==> src/rtl/distinct_neighbour_walk_top_macros.svh <==
// Assertion macros shared by the distinct neighbour walk RTL.
// Depends on nothing; included by the modules that carry assertions.
`ifndef DISTINCT_NEIGHBOUR_WALK_TOP_MACROS_SVH
`define DISTINCT_NEIGHBOUR_WALK_TOP_MACROS_SVH

// The condition holds at every clock edge out of reset.
`define DNW_ASSERT_ALWAYS(name, ck, rn, cond) \
    name: assert property (@(posedge ck) disable iff (!rn) (cond)) \
        else $error("assertion failed");

// The consequent holds in the same cycle as the antecedent.
`define DNW_ASSERT_IMPLY(name, ck, rn, ante, cons) \
    name: assert property (@(posedge ck) disable iff (!rn) (ante) |-> (cons)) \
        else $error("assertion failed");

// The consequent holds in the cycle after the antecedent.
`define DNW_ASSERT_NEXT(name, ck, rn, ante, cons) \
    name: assert property (@(posedge ck) disable iff (!rn) (ante) |=> (cons)) \
        else $error("assertion failed");

`endif

==> src/rtl/dnw_pkg.sv <==
// Package of the distinct neighbour walk: field widths, codes, command and state types.
// Depends on nothing; imported by every module of the block.
package dnw_pkg;

    localparam int COUNT_W      = 7;
    localparam int DIR_W        = 2;
    localparam int RESULT_LIMIT = 64;
    localparam int LANE_W       = 6;
    localparam int PADDR_W      = 3;
    localparam int PDATA_W      = 32;
    localparam int REG_IDX_W    = PADDR_W - 2;

    localparam logic [REG_IDX_W-1:0] REG_SLOT_COUNT = '0;

    localparam logic MODE_WRITE = 1'b0;
    localparam logic MODE_QUERY = 1'b1;

    localparam logic [DIR_W-1:0] DIR_NONE = 2'b00;
    localparam logic [DIR_W-1:0] DIR_FWD  = 2'b01;

    typedef enum logic [1:0] {
        CMD_WRITE,
        CMD_QUERY,
        CMD_EMPTY
    } cmd_kind_t;

    typedef struct packed {
        cmd_kind_t          kind;
        logic               forward;
        logic [COUNT_W-1:0] want;
    } cmd_ctrl_t;

    typedef enum logic [2:0] {
        W_IDLE,
        W_HERE,
        W_COMP,
        W_DECIDE,
        W_FINISH
    } walk_state_t;

endpackage

==> src/rtl/dnw_front.sv <==
// Front end of the distinct neighbour walk: accepts input words and classifies them.
// Depends on dnw_pkg; feeds the command queue.
module dnw_front #(
    parameter int SLOT_DEPTH = 64,
    parameter int ID_WIDTH   = 16,
    localparam int SLOT_W    = $clog2(SLOT_DEPTH),
    localparam int UW        = $clog2(SLOT_DEPTH + 1),
    localparam int IN_BITS   = SLOT_W + ID_WIDTH + dnw_pkg::COUNT_W + dnw_pkg::DIR_W,
    localparam int IN_W      = ((IN_BITS + 7) / 8) * 8
) (
    input  logic                s_tvalid,
    output logic                s_tready,
    // slot_index, image_id, want_count, direction, zero padding
    input  logic [IN_W-1:0]     s_tdata,
    // mode
    input  logic                s_tuser,
    input  logic [UW-1:0]       used,
    input  logic                fifo_full,
    output logic                push,
    output dnw_pkg::cmd_ctrl_t  cmd_ctrl,
    output logic [SLOT_W-1:0]   cmd_slot,
    output logic [ID_WIDTH-1:0] cmd_id
);
    import dnw_pkg::*;

    logic [COUNT_W-1:0] want;
    logic [DIR_W-1:0]   dir;
    logic [UW-1:0]      slot_ext;
    logic               empty_answer;
    logic               write_in_range;

    assign cmd_slot = s_tdata[SLOT_W-1:0];
    assign cmd_id   = s_tdata[SLOT_W +: ID_WIDTH];
    assign want     = s_tdata[SLOT_W + ID_WIDTH +: COUNT_W];
    assign dir      = s_tdata[SLOT_W + ID_WIDTH + COUNT_W +: DIR_W];

    assign slot_ext       = UW'(cmd_slot);
    assign write_in_range = slot_ext < UW'(SLOT_DEPTH);
    assign empty_answer   = (want == '0) || (used == '0) || (slot_ext >= used)
                            || (dir == DIR_NONE);

    assign s_tready = !fifo_full;
    assign push     = s_tvalid && s_tready && ((s_tuser == MODE_QUERY) || write_in_range);

    always_comb
    begin
        cmd_ctrl.forward = (dir == DIR_FWD);
        cmd_ctrl.want    = (want > COUNT_W'(RESULT_LIMIT)) ? COUNT_W'(RESULT_LIMIT) : want;
        if (s_tuser == MODE_WRITE)
        begin
            cmd_ctrl.kind = CMD_WRITE;
        end
        else if (empty_answer)
        begin
            cmd_ctrl.kind = CMD_EMPTY;
        end
        else
        begin
            cmd_ctrl.kind = CMD_QUERY;
        end
    end

endmodule

==> src/rtl/dnw_cmd_fifo.sv <==
// Short command queue between the front end and the walker.
// Depends on dnw_pkg and the assertion macro header.
`include "distinct_neighbour_walk_top_macros.svh"

module dnw_cmd_fifo #(
    parameter int WIDTH = 32,
    parameter int DEPTH = 2,
    localparam int PW   = (DEPTH > 1) ? $clog2(DEPTH) : 1,
    localparam int CW   = $clog2(DEPTH + 1)
) (
    input  logic             clk,
    input  logic             rst_n,
    input  logic             push,
    input  logic [WIDTH-1:0] din,
    output logic             full,
    input  logic             pop,
    output logic             nonempty,
    output logic [WIDTH-1:0] dout
);
    import dnw_pkg::*;

    logic [WIDTH-1:0] entry_reg [DEPTH];
    logic [PW-1:0]    wr_ptr_reg, wr_ptr_next;
    logic [PW-1:0]    rd_ptr_reg, rd_ptr_next;
    logic [CW-1:0]    count_reg, count_next;
    logic             do_push, do_pop;

    assign full     = (count_reg == CW'(DEPTH));
    assign nonempty = (count_reg != '0);
    assign dout     = entry_reg[rd_ptr_reg];
    assign do_push  = push && !full;
    assign do_pop   = pop && nonempty;

    always_comb
    begin
        wr_ptr_next = wr_ptr_reg;
        rd_ptr_next = rd_ptr_reg;
        count_next  = count_reg;
        if (do_push)
        begin
            wr_ptr_next = (wr_ptr_reg == PW'(DEPTH - 1)) ? '0 : wr_ptr_reg + PW'(1);
        end
        if (do_pop)
        begin
            rd_ptr_next = (rd_ptr_reg == PW'(DEPTH - 1)) ? '0 : rd_ptr_reg + PW'(1);
        end
        if (do_push && !do_pop)
        begin
            count_next = count_reg + CW'(1);
        end
        else if (do_pop && !do_push)
        begin
            count_next = count_reg - CW'(1);
        end
    end

    always_ff @(posedge clk or negedge rst_n)
    begin
        if (!rst_n)
        begin
            wr_ptr_reg <= '0;
            rd_ptr_reg <= '0;
            count_reg  <= '0;
        end
        else
        begin
            wr_ptr_reg <= wr_ptr_next;
            rd_ptr_reg <= rd_ptr_next;
            count_reg  <= count_next;
        end
    end

    always_ff @(posedge clk)
    begin
        if (do_push)
        begin
            entry_reg[wr_ptr_reg] <= din;
        end
    end

    `DNW_ASSERT_ALWAYS(a_fifo_bound, clk, rst_n, count_reg <= CW'(DEPTH))
    `DNW_ASSERT_IMPLY(a_fifo_ptrs, clk, rst_n, count_reg == '0, wr_ptr_reg == rd_ptr_reg)

endmodule

==> src/rtl/dnw_walker.sv <==
// Back end of the distinct neighbour walk: slot memory, walk sequencer and result register.
// Depends on dnw_pkg and the assertion macro header; fed by the command queue.
`include "distinct_neighbour_walk_top_macros.svh"

module dnw_walker #(
    parameter int SLOT_DEPTH = 64,
    parameter int ID_WIDTH   = 16,
    localparam int SLOT_W    = $clog2(SLOT_DEPTH),
    localparam int UW        = $clog2(SLOT_DEPTH + 1)
) (
    input  logic                clk,
    input  logic                rst_n,
    input  logic [UW-1:0]       used,
    input  logic                cmd_valid,
    input  dnw_pkg::cmd_ctrl_t  cmd_ctrl,
    input  logic [SLOT_W-1:0]   cmd_slot,
    input  logic [ID_WIDTH-1:0] cmd_id,
    output logic                cmd_pop,
    output logic                m_tvalid,
    input  logic                m_tready,
    output logic [ID_WIDTH-1:0] m_id,
    output logic                m_found,
    output logic                m_last
);
    import dnw_pkg::*;

    walk_state_t state_reg, state_next;

    logic [ID_WIDTH-1:0]     mem [SLOT_DEPTH];
    logic [ID_WIDTH-1:0]     rd_data_reg;
    logic                    mem_we, mem_re;
    logic [SLOT_W-1:0]       rd_addr;

    logic [SLOT_W-1:0]       pos_reg, pos_next;
    logic [COUNT_W-1:0]      want_reg, want_next;
    logic                    fwd_reg, fwd_next;
    logic [COUNT_W-1:0]      n_reg, n_next;
    logic [ID_WIDTH-1:0]     here_reg, here_next;
    logic [ID_WIDTH-1:0]     cand_reg, cand_next;
    logic                    skip_reg, skip_next;
    logic [RESULT_LIMIT-1:0] match_reg, match_next;
    logic [ID_WIDTH-1:0]     emit_id_reg [RESULT_LIMIT];
    logic [ID_WIDTH-1:0]     emit_id_next [RESULT_LIMIT];
    logic [RESULT_LIMIT-1:0] emit_valid_reg, emit_valid_next;
    logic                    pend_valid_reg, pend_valid_next;
    logic [ID_WIDTH-1:0]     pend_id_reg, pend_id_next;
    logic                    out_valid_reg, out_valid_next;
    logic [ID_WIDTH-1:0]     out_id_reg, out_id_next;
    logic                    out_found_reg, out_found_next;
    logic                    out_last_reg, out_last_next;

    logic [UW-1:0]           pos_up;
    logic [SLOT_W-1:0]       pos_step;
    logic                    at_end;
    logic                    out_free;
    logic                    seen;
    logic                    reach_want;
    logic                    advance;

    assign pos_up     = UW'(pos_reg) + UW'(1);
    assign at_end     = fwd_reg ? (pos_up >= used) : (pos_reg == '0);
    assign pos_step   = fwd_reg ? pos_reg + SLOT_W'(1) : pos_reg - SLOT_W'(1);
    assign out_free   = !out_valid_reg || m_tready;
    assign seen       = (|match_reg) || skip_reg;
    assign reach_want = ((n_reg + COUNT_W'(1)) == want_reg);
    assign advance    = seen || !pend_valid_reg || out_free;

    assign m_tvalid = out_valid_reg;
    assign m_id     = out_id_reg;
    assign m_found  = out_found_reg;
    assign m_last   = out_last_reg;

    always_comb
    begin
        state_next = state_reg;
        unique case (state_reg)
            W_IDLE:
            begin
                if (cmd_valid && (cmd_ctrl.kind == CMD_QUERY))
                begin
                    state_next = W_HERE;
                end
            end
            W_HERE:
            begin
                state_next = at_end ? W_FINISH : W_COMP;
            end
            W_COMP:
            begin
                state_next = W_DECIDE;
            end
            W_DECIDE:
            begin
                if (advance)
                begin
                    if ((!seen && reach_want) || at_end)
                    begin
                        state_next = W_FINISH;
                    end
                    else
                    begin
                        state_next = W_COMP;
                    end
                end
            end
            W_FINISH:
            begin
                if (out_free)
                begin
                    state_next = W_IDLE;
                end
            end
            default:
            begin
                state_next = W_IDLE;
            end
        endcase
    end

    always_comb
    begin
        mem_we          = 1'b0;
        mem_re          = 1'b0;
        rd_addr         = pos_step;
        cmd_pop         = 1'b0;
        pos_next        = pos_reg;
        want_next       = want_reg;
        fwd_next        = fwd_reg;
        n_next          = n_reg;
        here_next       = here_reg;
        cand_next       = cand_reg;
        skip_next       = skip_reg;
        match_next      = match_reg;
        emit_id_next    = emit_id_reg;
        emit_valid_next = emit_valid_reg;
        pend_valid_next = pend_valid_reg;
        pend_id_next    = pend_id_reg;
        out_valid_next  = out_valid_reg && !m_tready;
        out_id_next     = out_id_reg;
        out_found_next  = out_found_reg;
        out_last_next   = out_last_reg;
        unique case (state_reg)
            W_IDLE:
            begin
                if (cmd_valid)
                begin
                    unique case (cmd_ctrl.kind)
                        CMD_WRITE:
                        begin
                            mem_we  = 1'b1;
                            cmd_pop = 1'b1;
                        end
                        CMD_QUERY:
                        begin
                            cmd_pop         = 1'b1;
                            mem_re          = 1'b1;
                            rd_addr         = cmd_slot;
                            pos_next        = cmd_slot;
                            want_next       = cmd_ctrl.want;
                            fwd_next        = cmd_ctrl.forward;
                            n_next          = '0;
                            emit_valid_next = '0;
                            pend_valid_next = 1'b0;
                        end
                        CMD_EMPTY:
                        begin
                            if (out_free)
                            begin
                                cmd_pop        = 1'b1;
                                out_valid_next = 1'b1;
                                out_id_next    = '0;
                                out_found_next = 1'b0;
                                out_last_next  = 1'b1;
                            end
                        end
                        default:
                        begin
                            cmd_pop = 1'b1;
                        end
                    endcase
                end
            end
            W_HERE:
            begin
                here_next = rd_data_reg;
                if (!at_end)
                begin
                    mem_re   = 1'b1;
                    pos_next = pos_step;
                end
            end
            W_COMP:
            begin
                cand_next = rd_data_reg;
                skip_next = (rd_data_reg == here_reg);
                for (int i = 0; i < RESULT_LIMIT; i++)
                begin
                    match_next[i] = emit_valid_reg[i] && (emit_id_reg[i] == rd_data_reg);
                end
            end
            W_DECIDE:
            begin
                if (advance)
                begin
                    if (!seen)
                    begin
                        if (pend_valid_reg)
                        begin
                            out_valid_next = 1'b1;
                            out_id_next    = pend_id_reg;
                            out_found_next = 1'b1;
                            out_last_next  = 1'b0;
                        end
                        pend_valid_next                     = 1'b1;
                        pend_id_next                        = cand_reg;
                        emit_id_next[n_reg[LANE_W-1:0]]     = cand_reg;
                        emit_valid_next[n_reg[LANE_W-1:0]]  = 1'b1;
                        n_next                              = n_reg + COUNT_W'(1);
                    end
                    if (!((!seen && reach_want) || at_end))
                    begin
                        mem_re   = 1'b1;
                        pos_next = pos_step;
                    end
                end
            end
            W_FINISH:
            begin
                if (out_free)
                begin
                    out_valid_next  = 1'b1;
                    out_id_next     = pend_valid_reg ? pend_id_reg : '0;
                    out_found_next  = pend_valid_reg;
                    out_last_next   = 1'b1;
                    pend_valid_next = 1'b0;
                end
            end
            default:
            begin
                out_valid_next = out_valid_reg && !m_tready;
            end
        endcase
    end

    always_ff @(posedge clk or negedge rst_n)
    begin
        if (!rst_n)
        begin
            state_reg      <= W_IDLE;
            n_reg          <= '0;
            emit_valid_reg <= '0;
            pend_valid_reg <= 1'b0;
            out_valid_reg  <= 1'b0;
        end
        else
        begin
            state_reg      <= state_next;
            n_reg          <= n_next;
            emit_valid_reg <= emit_valid_next;
            pend_valid_reg <= pend_valid_next;
            out_valid_reg  <= out_valid_next;
        end
    end

    always_ff @(posedge clk)
    begin
        pos_reg       <= pos_next;
        want_reg      <= want_next;
        fwd_reg       <= fwd_next;
        here_reg      <= here_next;
        cand_reg      <= cand_next;
        skip_reg      <= skip_next;
        match_reg     <= match_next;
        emit_id_reg   <= emit_id_next;
        pend_id_reg   <= pend_id_next;
        out_id_reg    <= out_id_next;
        out_found_reg <= out_found_next;
        out_last_reg  <= out_last_next;
    end

    always_ff @(posedge clk)
    begin
        if (mem_we)
        begin
            mem[cmd_slot] <= cmd_id;
        end
        if (mem_re)
        begin
            rd_data_reg <= mem[rd_addr];
        end
    end

    `DNW_ASSERT_ALWAYS(a_lanes_match_count, clk, rst_n, $countones(emit_valid_reg) == n_reg)
    `DNW_ASSERT_IMPLY(a_pending_has_count, clk, rst_n, pend_valid_reg, n_reg != '0)
    `DNW_ASSERT_IMPLY(a_count_bound, clk, rst_n, state_reg != W_IDLE, n_reg <= want_reg)
    `DNW_ASSERT_NEXT(a_decide_follows_comp, clk, rst_n, state_reg == W_COMP, state_reg == W_DECIDE)

endmodule

==> src/rtl/distinct_neighbour_walk_top.sv <==
// Top level of the distinct neighbour walk: configuration port, front end, queue and walker.
// Depends on dnw_pkg, dnw_front, dnw_cmd_fifo and dnw_walker.
//
// Write words store one identifier into the slot memory. A query that yields an empty answer
// gives one result with found low and no walk; any other query walks the slots one at a time,
// since each slot needs one registered read of the single-port slot memory followed by a
// compare against the start slot's identifier and all identifiers already chosen, and a
// decision. The walker handles one query at a time, while a
// two-entry queue lets the input side accept further words meanwhile and a result register
// lets the output side stall on its own. The slot memory is not cleared; a slot must be written
// before a query reads it.
module distinct_neighbour_walk_top #(
    parameter int SLOT_DEPTH = 64,
    parameter int ID_WIDTH   = 16,
    localparam int SLOT_W    = $clog2(SLOT_DEPTH),
    localparam int IN_BITS   = SLOT_W + ID_WIDTH + dnw_pkg::COUNT_W + dnw_pkg::DIR_W,
    localparam int IN_W      = ((IN_BITS + 7) / 8) * 8,
    localparam int OUT_W     = ((ID_WIDTH + 7) / 8) * 8
) (
    input  logic                         clk,
    input  logic                         rst_n,
    input  logic                         s_tvalid,
    output logic                         s_tready,
    // slot_index, image_id, want_count, direction, zero padding
    input  logic [IN_W-1:0]              s_tdata,
    // mode
    input  logic                         s_tuser,
    output logic                         m_tvalid,
    input  logic                         m_tready,
    // neighbour_id, zero padding
    output logic [OUT_W-1:0]             m_tdata,
    // found
    output logic                         m_tuser,
    output logic                         m_tlast,
    input  logic                         psel,
    input  logic                         penable,
    input  logic                         pwrite,
    input  logic [dnw_pkg::PADDR_W-1:0]  paddr,
    input  logic [dnw_pkg::PDATA_W-1:0]  pwdata,
    output logic [dnw_pkg::PDATA_W-1:0]  prdata,
    output logic                         pready
);
    import dnw_pkg::*;

    localparam int UW    = $clog2(SLOT_DEPTH + 1);
    localparam int EW    = (UW > COUNT_W) ? UW : COUNT_W;
    localparam int CMD_W = $bits(cmd_ctrl_t) + SLOT_W + ID_WIDTH;

    logic [COUNT_W-1:0]  slot_count_reg, slot_count_next;
    logic [REG_IDX_W-1:0] reg_idx;
    logic [EW-1:0]       count_ext;
    logic [UW-1:0]       used;

    logic                push, fifo_full, fifo_nonempty, cmd_pop;
    cmd_ctrl_t           front_ctrl, walk_ctrl;
    logic [SLOT_W-1:0]   front_slot, walk_slot;
    logic [ID_WIDTH-1:0] front_id, walk_id;
    logic [CMD_W-1:0]    fifo_din, fifo_dout;
    logic [ID_WIDTH-1:0] result_id;

    assign reg_idx = paddr[PADDR_W-1:2];
    assign pready  = 1'b1;
    assign prdata  = (reg_idx == REG_SLOT_COUNT) ? PDATA_W'(slot_count_reg) : '0;

    always_comb
    begin
        slot_count_next = slot_count_reg;
        if (psel && penable && pwrite && pready && (reg_idx == REG_SLOT_COUNT))
        begin
            slot_count_next = pwdata[COUNT_W-1:0];
        end
    end

    always_ff @(posedge clk or negedge rst_n)
    begin
        if (!rst_n)
        begin
            slot_count_reg <= '0;
        end
        else
        begin
            slot_count_reg <= slot_count_next;
        end
    end

    assign count_ext = EW'(slot_count_reg);
    assign used      = (count_ext > EW'(SLOT_DEPTH)) ? UW'(SLOT_DEPTH) : UW'(count_ext);

    dnw_front #(
        .SLOT_DEPTH (SLOT_DEPTH),
        .ID_WIDTH   (ID_WIDTH)
    ) u_front (
        .s_tvalid  (s_tvalid),
        .s_tready  (s_tready),
        .s_tdata   (s_tdata),
        .s_tuser   (s_tuser),
        .used      (used),
        .fifo_full (fifo_full),
        .push      (push),
        .cmd_ctrl  (front_ctrl),
        .cmd_slot  (front_slot),
        .cmd_id    (front_id)
    );

    assign fifo_din = {front_ctrl, front_slot, front_id};

    dnw_cmd_fifo #(
        .WIDTH (CMD_W),
        .DEPTH (2)
    ) u_fifo (
        .clk      (clk),
        .rst_n    (rst_n),
        .push     (push),
        .din      (fifo_din),
        .full     (fifo_full),
        .pop      (cmd_pop),
        .nonempty (fifo_nonempty),
        .dout     (fifo_dout)
    );

    assign {walk_ctrl, walk_slot, walk_id} = fifo_dout;

    dnw_walker #(
        .SLOT_DEPTH (SLOT_DEPTH),
        .ID_WIDTH   (ID_WIDTH)
    ) u_walker (
        .clk       (clk),
        .rst_n     (rst_n),
        .used      (used),
        .cmd_valid (fifo_nonempty),
        .cmd_ctrl  (walk_ctrl),
        .cmd_slot  (walk_slot),
        .cmd_id    (walk_id),
        .cmd_pop   (cmd_pop),
        .m_tvalid  (m_tvalid),
        .m_tready  (m_tready),
        .m_id      (result_id),
        .m_found   (m_tuser),
        .m_last    (m_tlast)
    );

    assign m_tdata = OUT_W'(result_id);

endmodule
==> config.mk <==
export PLATFORM = sky130hd
export DESIGN_NAME = distinct_neighbour_walk_top
export DESIGN_NICKNAME = d
export VERILOG_FILES = /design/src/rtl/dnw_pkg.sv /design/src/rtl/dnw_front.sv /design/src/rtl/dnw_cmd_fifo.sv /design/src/rtl/dnw_walker.sv /design/src/rtl/distinct_neighbour_walk_top.sv
export VERILOG_INCLUDE_DIRS = /design/src /design/src/rtl
export SDC_FILE = /design/constraint.sdc
export NUM_CORES = 2
export LEC_CHECK = 0
export BUFFER_PORTS_ARGS = -buffer_cell sky130_fd_sc_hd__buf_2
export CORE_ASPECT_RATIO = 0.5
export CORE_MARGIN = 8
export CORE_UTILIZATION = 31
export CTS_BUF_LIST = sky130_fd_sc_hd__clkbuf_16
export DETAILED_ROUTE_END_ITERATION = 7
export GPL_TIMING_DRIVEN = 0
export PLACE_DENSITY = 0.54
export SYNTH_ARGS = -nofsm -noshare
export SYNTH_HDL_FRONTEND = slang
export SYNTH_SLANG_ARGS = --single-unit
==> constraint.sdc <==
create_clock -name clk -period 12.1 [get_ports clk]
set_input_delay 3.63 -clock clk [delete_from_list [all_inputs] [get_ports clk]]
set_output_delay 3.63 -clock clk [all_outputs]
set_load 0.005 [all_outputs]
After elaboration in Yosys (flattened, before gate mapping)
Memories as Yosys holds them, arrays and structs flattened. A register that Yosys moved wholly into a read port is not among the register bits.
Cells that the tools add are included.
{"block": "totals", "reg_bits": 1256, "latch_bits": 0, "ram_bits": 1088, "romBits": 0, "elab_cells": 400, "n_memories": 2}
{"name": "u_walker.mem", "words": 64, "word_bits": 16, "rd": 1, "rd_clocked_by_memory_dff": 1, "wr": 1, "line_no": "dnw_walker.sv:29", "text": "logic [ID_WIDTH-1:0] mem [SLOT_DEPTH];"}
{"name": "u_fifo.entry_reg", "words": 2, "word_bits": 32, "rd": 1, "rd_clocked_by_memory_dff": 0, "wr": 1, "line_no": "dnw_cmd_fifo.sv:22", "text": "logic [WIDTH-1:0] entry_reg [DEPTH];"}
{"block": "op_classes", "add_sub_neg": 8, "mul": 0, "n_div": 0, "magnitude_cmp": 9, "n_eq_ne": 85, "n_shift": 0, "muxes": 94, "n_bitwise": 4, "n_reduce_logical": 114}
{"operator": "== test 16 bit", "n": 65}
{"operator": "bitwise mux 1024 bit", "n": 1}
{"operator": "2-to-1 mux 64 bit", "n": 4}
{"operator": "2-to-1 mux 16 bit", "n": 9}
{"operator": "one-hot mux 64 bit (2 select lines)", "n": 1}
{"operator": "demux 16 bit (select 6 bit)", "n": 1}
{"operator": "logical AND 1 bit", "n": 78}
{"operator": "OR 64 bit", "n": 1}
{"operator": "OR reduction 64 bit", "n": 1}
{"operator": "2-to-1 mux 6 bit", "n": 9}
{"operator": "2-to-1 mux 7 bit", "n": 7}
{"operator": "one-hot mux 16 bit (3 select lines)", "n": 1}
{"operator": "2-to-1 mux 1 bit", "n": 43}
{"operator": "one-hot mux 6 bit (3 select lines)", "n": 1}
{"operator": "AND reduction 6 bit", "n": 3}
{"operator": "!= test 2 x 1 -> 1 bit (second input constant)", "n": 8}
{"operator": "2-to-1 mux 3 bit", "n": 5}
{"operator": "one-hot mux 1 bit (3 select lines)", "n": 5}
{"operator": "one-hot mux 3 bit (5 select lines)", "n": 1}
{"operator": "greater-than comparator 7 bit (second input constant)", "n": 2}
{"operator": "zero test 7 bit", "n": 2}
{"operator": "< comparator 6 x 7 -> 1 bit (second input constant)", "n": 2}
{"operator": "one-hot mux 7 bit (2 select lines)", "n": 1}
{"operator": "logical OR 1 bit", "n": 9}
{"operator": "32 further kinds", "n": 54}

Longest topological paths before layout
{"block": "logic_depth", "depth_word": 10, "depth_mapped": 13, "depth_no_buf": 10}

Modules after synthesis
Synthesis repeated with hierarchy kept, for this count alone.
{"block": "unflattened", "cells_unflattened": 6518, "hier_area_um2": 95699.3}
{"mod": "dnw_walker", "n_inst": 1, "cells_per_inst": 6279, "area_per_inst_um2": 92008.2, "seq_area_each_um2": 68235.4}
{"mod": "dnw_cmd_fifo", "n_inst": 1, "cells_per_inst": 119, "area_per_inst_um2": 2662.6, "seq_area_each_um2": 2021.9}
{"mod": "distinct_neighbour_walk_top", "n_inst": 1, "cells_per_inst": 57, "area_per_inst_um2": 583.1, "seq_area_each_um2": 175.2}
{"mod": "dnw_front", "n_inst": 1, "cells_per_inst": 63, "area_per_inst_um2": 445.4, "seq_area_each_um2": 0.0}

Worst setup path before layout
No wires, ideal clock.
{"block": "synth_timing", "kind": "input -> output", "startpoint": "input port paddr[2] in the netlist's numbering", "endpoint": "output port prdata[0] in the netlist's numbering", "arrival_ns": 3.745, "required_ns": 8.470, "setup_slack_ns": 4.725, "path_stages": 1, "cell_sequence": "nor2b_1"}
{"block": "synth_between", "elab_chain_cells": 1}
{"item": "from (decl)", "line_no": "distinct_neighbour_walk_top.sv:38", "text": "input logic [dnw_pkg::PADDR_W-1:0] paddr,"}
{"item": "2-to-1 mux 7 bit", "line_no": "distinct_neighbour_walk_top.sv:63", "text": "assign prdata = (reg_idx == REG_SLOT_COUNT) ? PDATA_W'(slot_count_reg) : '0;"}
{"item": "to (decl)", "line_no": "distinct_neighbour_walk_top.sv:40", "text": "output logic [dnw_pkg::PDATA_W-1:0] prdata,"}
Every way passes these cells.

Final worst setup path
{"block": "layout_timing", "startpoint": "input port paddr[2] in the netlist's numbering", "endpoint": "output port prdata[2] in the netlist's numbering"}
The elaborated chain is that of the path after synthesis.

==> flow_results.org <==
** Outcome
- Result of the run :: finished with violations
- The checks that failed: max-capacitance violations, max-slew violations.

** Floorplanning
- The die is 407 µm tall.
- Die area :: 325000 µm²
- The total area inside the core boundary comes to 304000 µm².
- The floorplan has 143 rows.
- 128 I/O pins were placed.
- For this configuration, the core starts out at a cell density of 0.312.
- Width of the chip :: 799 µm

** Power
- Of the total power, the share spent switching nets is 0.440.
- Seq pwr share :: 0.329
- Peak VDD IR :: 0.000234 V
- Comb pwr share :: 0.461
- Switching power total :: 14.1 mW
- Of the total power, the clock network draws 0.210.
- Internal power comes to 18.0 mW.
- Power spread over the standard cell area amounts to 288 nW/µm².
- Leakage power :: 35.8 nW

** Place
- Post-DP HPWL :: 218000 µm
- # port buffers :: 73
- Timing analysis after detailed placement gives a worst setup slack of 4.46 ns.
- Routability-driven placement finished with a final weighted congestion of 0.910.
- Placed Cells :: 10200

** Cells and area
- The library cells used most frequently in the layout, excluding fill and tap cells, are edfxtp_1 (2273), xnor2_1 (797), nand2_1 (370).
- Fillcell total :: 28500
- Net count, final :: 6492
- Fraction of final layout cells with drive strength greater than 1 :: 0.136
- Area growth from synthesis to layout :: 17.4%
- The count of cells in the finished layout, fillers not included, comes to 10600.
- The library cell used most frequently in the layout, excluding fill and tap cells, is edfxtp_1.

** Synthesis
- Post-Syn Instances :: 5899
- Summing every instance area after synthesis gives 94900 µm².
- The Yosys step of the flow raised 0 warnings.
- FFs w/ async S/R, synth :: 0.0369
- Of the synthesized area, sequential elements account for 0.742.
- Synth top area share :: 0.719
- Number of synthesized register bits :: 2360
- Primary FF master, synth :: edfxtp_1
- By area the synthesized netlist is led by edfxtp_1 (72%), xnor2_1 (7.4%), mux2i_1 (2.8%).
- The synthesized design contains 2273 enable-type register cells.
- Per-instance average area after synthesis :: 16.1 µm²
- Library cell with the largest summed area after synthesis :: edfxtp_1
- Count of unique library cells instantiated by Yosys :: 61

** Clock network
- CTS placed an instance of clkbuf_16 at the clock tree root.
- TritonCTS built the clock tree.
- Post-CTS timing repair inserted 0 buffers for setup.
- Clock latency on the worst-skew pair :: 0.89 ns
- Buffer levels on the longest clock path :: 4
- In this run, post-CTS repair resized a total of 0 instances.
- H-Tree Level Count :: 4
- # hold bufs at CTS :: 0
- CTS Sinks :: 2360
- Total clock buffers created by CTS :: 219
- Clock transition at the register clock pins on the worst setup and hold paths after CTS :: 0.06 ns

** Setup path
- The critical path contains buffers and inverters numbering 2 combined.
- Worst setup path startpoint :: paddr[2]
- The worst setup path is captured at an output port.
- On the worst path, the slowest cell contributes a delay of 0.14 ns.
- At the worst endpoint, the required time is 8.47 ns.
- Critical Path Source Type :: input port
- In this run the critical register-to-register path is launched from u_walker.match_reg[48]$_DFFE_PN_.
- CP arrival :: 4.00 ns
- The largest individual stage delay along the critical path comes from the cell buf_2.
- Reg-to-reg endpoint :: u_walker.emit_id_reg[193]$_DFFE_PP_
- Traced cell by cell, the critical path runs through buf_2 -> nor2b_1 -> buf_2.
- In this design, the largest share of critical-path delay is due to buffers and inverters.
- In this run the worst path has a maximum fanout of 8.
- Critical path class :: in -> out
- Number of cells on the worst reg-to-reg path :: 8
- R2R setup slack :: 5.17 ns
- In this design, the critical path's most frequently occurring cell is buf_2.

** STA
- At the pin with the least slew margin, the transition time is 1.58 ns.
- Subtracting the final worst setup slack from the clock period gives 7.63 ns.
- Tightest slew margin relative to the limit :: -0.0691
- For this run, the top clock speed supported by timing is 131 MHz.
- Setup repair after global routing left no endpoint under its margin.
- Number of hold violations in the final report :: 0
- Part of the cycle the worst path needs :: 0.631
- Final-layout worst hold slack :: 0.500 ns
- Setup slack on the critical path of the routed design comes to 4.47 ns.
- Final Max Tran Viols :: 69
- Final Skew :: 0.0487 ns
- After routing, the total negative slack on setup checks comes to 0 ns.
- Setup violations remaining at the end of the flow were counted as 0.

** Drt
- Routed Wire Length :: 330000 µm
- In the final routed layout, each cell accounts on average for 31.0 µm.
- The routed layout has 56500 vias.
- Detailed-route DRC error count :: 0
- Remaining antenna violation count after routing :: 0
- Number of detailed-route iterations in the first pass :: 6
- Number of design-rule violations left by the first detailed-router iteration :: 7448
- DR vias/cell :: 5.31

** Global routing
- For this run, the total global-route usage over all layers was measured as 0.194.
- The total overflow left after global routing is 0.
- The first global-routing pass estimated 445000 µm of wire.
- Initial antenna violation count :: 19
- Vias in the first global route :: 53000
- Pin count of the biggest net entering global routing :: 65

** Flow run
- Count of maximum capacitance violations :: 10

** Hold path
- End of the worst hold path :: u_walker.emit_valid_reg[55]$_DFFE_PN0P_
- Worst hold start :: u_walker.emit_valid_reg[55]$_DFFE_PN0P_
- Hold path depth :: 2
- The min-delay analysis places its worst path in the category reg -> reg.
[worst reg2reg max path, delay by kind of cell, from the launching register on]
family | cells | cell delay (ns)
and+or+nand+nor | 8 | 6.13
DFF | 1 | 0.40
[cell usage after synthesis, drive strengths merged (14+ instances only)]
| library cell | number |
|---|---|
| edfxtp | 2273 |
| xnor2 | 797 |
| nand2 | 370 |
| a21oi | 311 |
| xor2 | 270 |
| mux2i | 262 |
| a221oi | 257 |
| nor2 | 233 |
| nand4 | 216 |
| clkbuf | 194 |
| buf | 156 |
| nor4 | 149 |
| dfrtp | 87 |
| o41ai | 65 |
| mux2 | 36 |
| nor2b | 36 |
| a31oi | 26 |
| ha | 21 |
| inv | 17 |
| a21o | 14 |
| nand3 | 14 |
[power groups by stage]
stage | clock [mW] | sequential [mW] | combinational, mW
after global placement | 0 | 11.6 | 12.8
after global routing | 7.09 | 10.6 | 15.2
after floorplan | 0 | 10.8 | 6.83
after CTS | 6.79 | 10.6 | 14.5
final | 6.75 | 10.6 | 14.8
after detailed placement | 0 | 10.7 | 14.5
[metrics by stage]
stage	power (mW)	area, µm²	utilization
after floorplan	17.6	95000	-
after global placement	24.4	100000	0.330
after detailed placement	25.2	105000	0.344
after CTS	31.9	111000	0.366
after global routing	32.9	111000	0.366
final	32.1	111000	0.366
[layer usage]
metal / global-route usage / wire length (µm) / up-vias
met3: 0.0425 / 32700 / 606
met4: 0.0742 / 14400 / 4
met2: 0.299 / 146000 / 3119
li1: - / - / 23500
met1: 0.268 / 136000 / 29300
met5: 0 / 25 / -
[worst max path at each step]
stage | slack, ns | depth (start not counted) | end
detailed placement | 4.46 | 3 | prdata[5]
floorplan | 4.73 | 1 | prdata[0]
global placement | 3.05 | 3 | u_walker.match_reg[36]$_DFFE_PN_
global route | 4.40 | 3 | prdata[4]
CTS | 4.46 | 3 | prdata[5]
finish | 4.47 | 3 | prdata[2]
[area by class of cell]
class | count | area [µm²] | area share
Antenna cell | 4 | 10.0 | 0.0000898
Buffer | 350 | 1730 | 0.0155
Clock buffer | 219 | 5480 | 0.0492
Clock inverter | 172 | 1190 | 0.0106
Inverter | 17 | 63.8 | 0.000573
Multi-Input combinational cell | 3196 | 23400 | 0.210
Sequential cell | 2360 | 70400 | 0.632
Tap cell | 4060 | 5080 | 0.0456
Timing Repair Buffer | 251 | 4090 | 0.0367
[kinds of logic after synthesis]
group,Yosys count,synth area share
AND/OR/NAND/NOR,1070,0.0547
multiplexers,298,0.0320
flip-flops,2360,0.742
AO/OA/AOI/OAI,713,0.0523
other,2,0.0000791
buffers and inverters,367,0.0176
XOR/XNOR,1067,0.0984
adder cells (fa/ha/maj),22,0.00298
(Power assumes the default switching activity.)
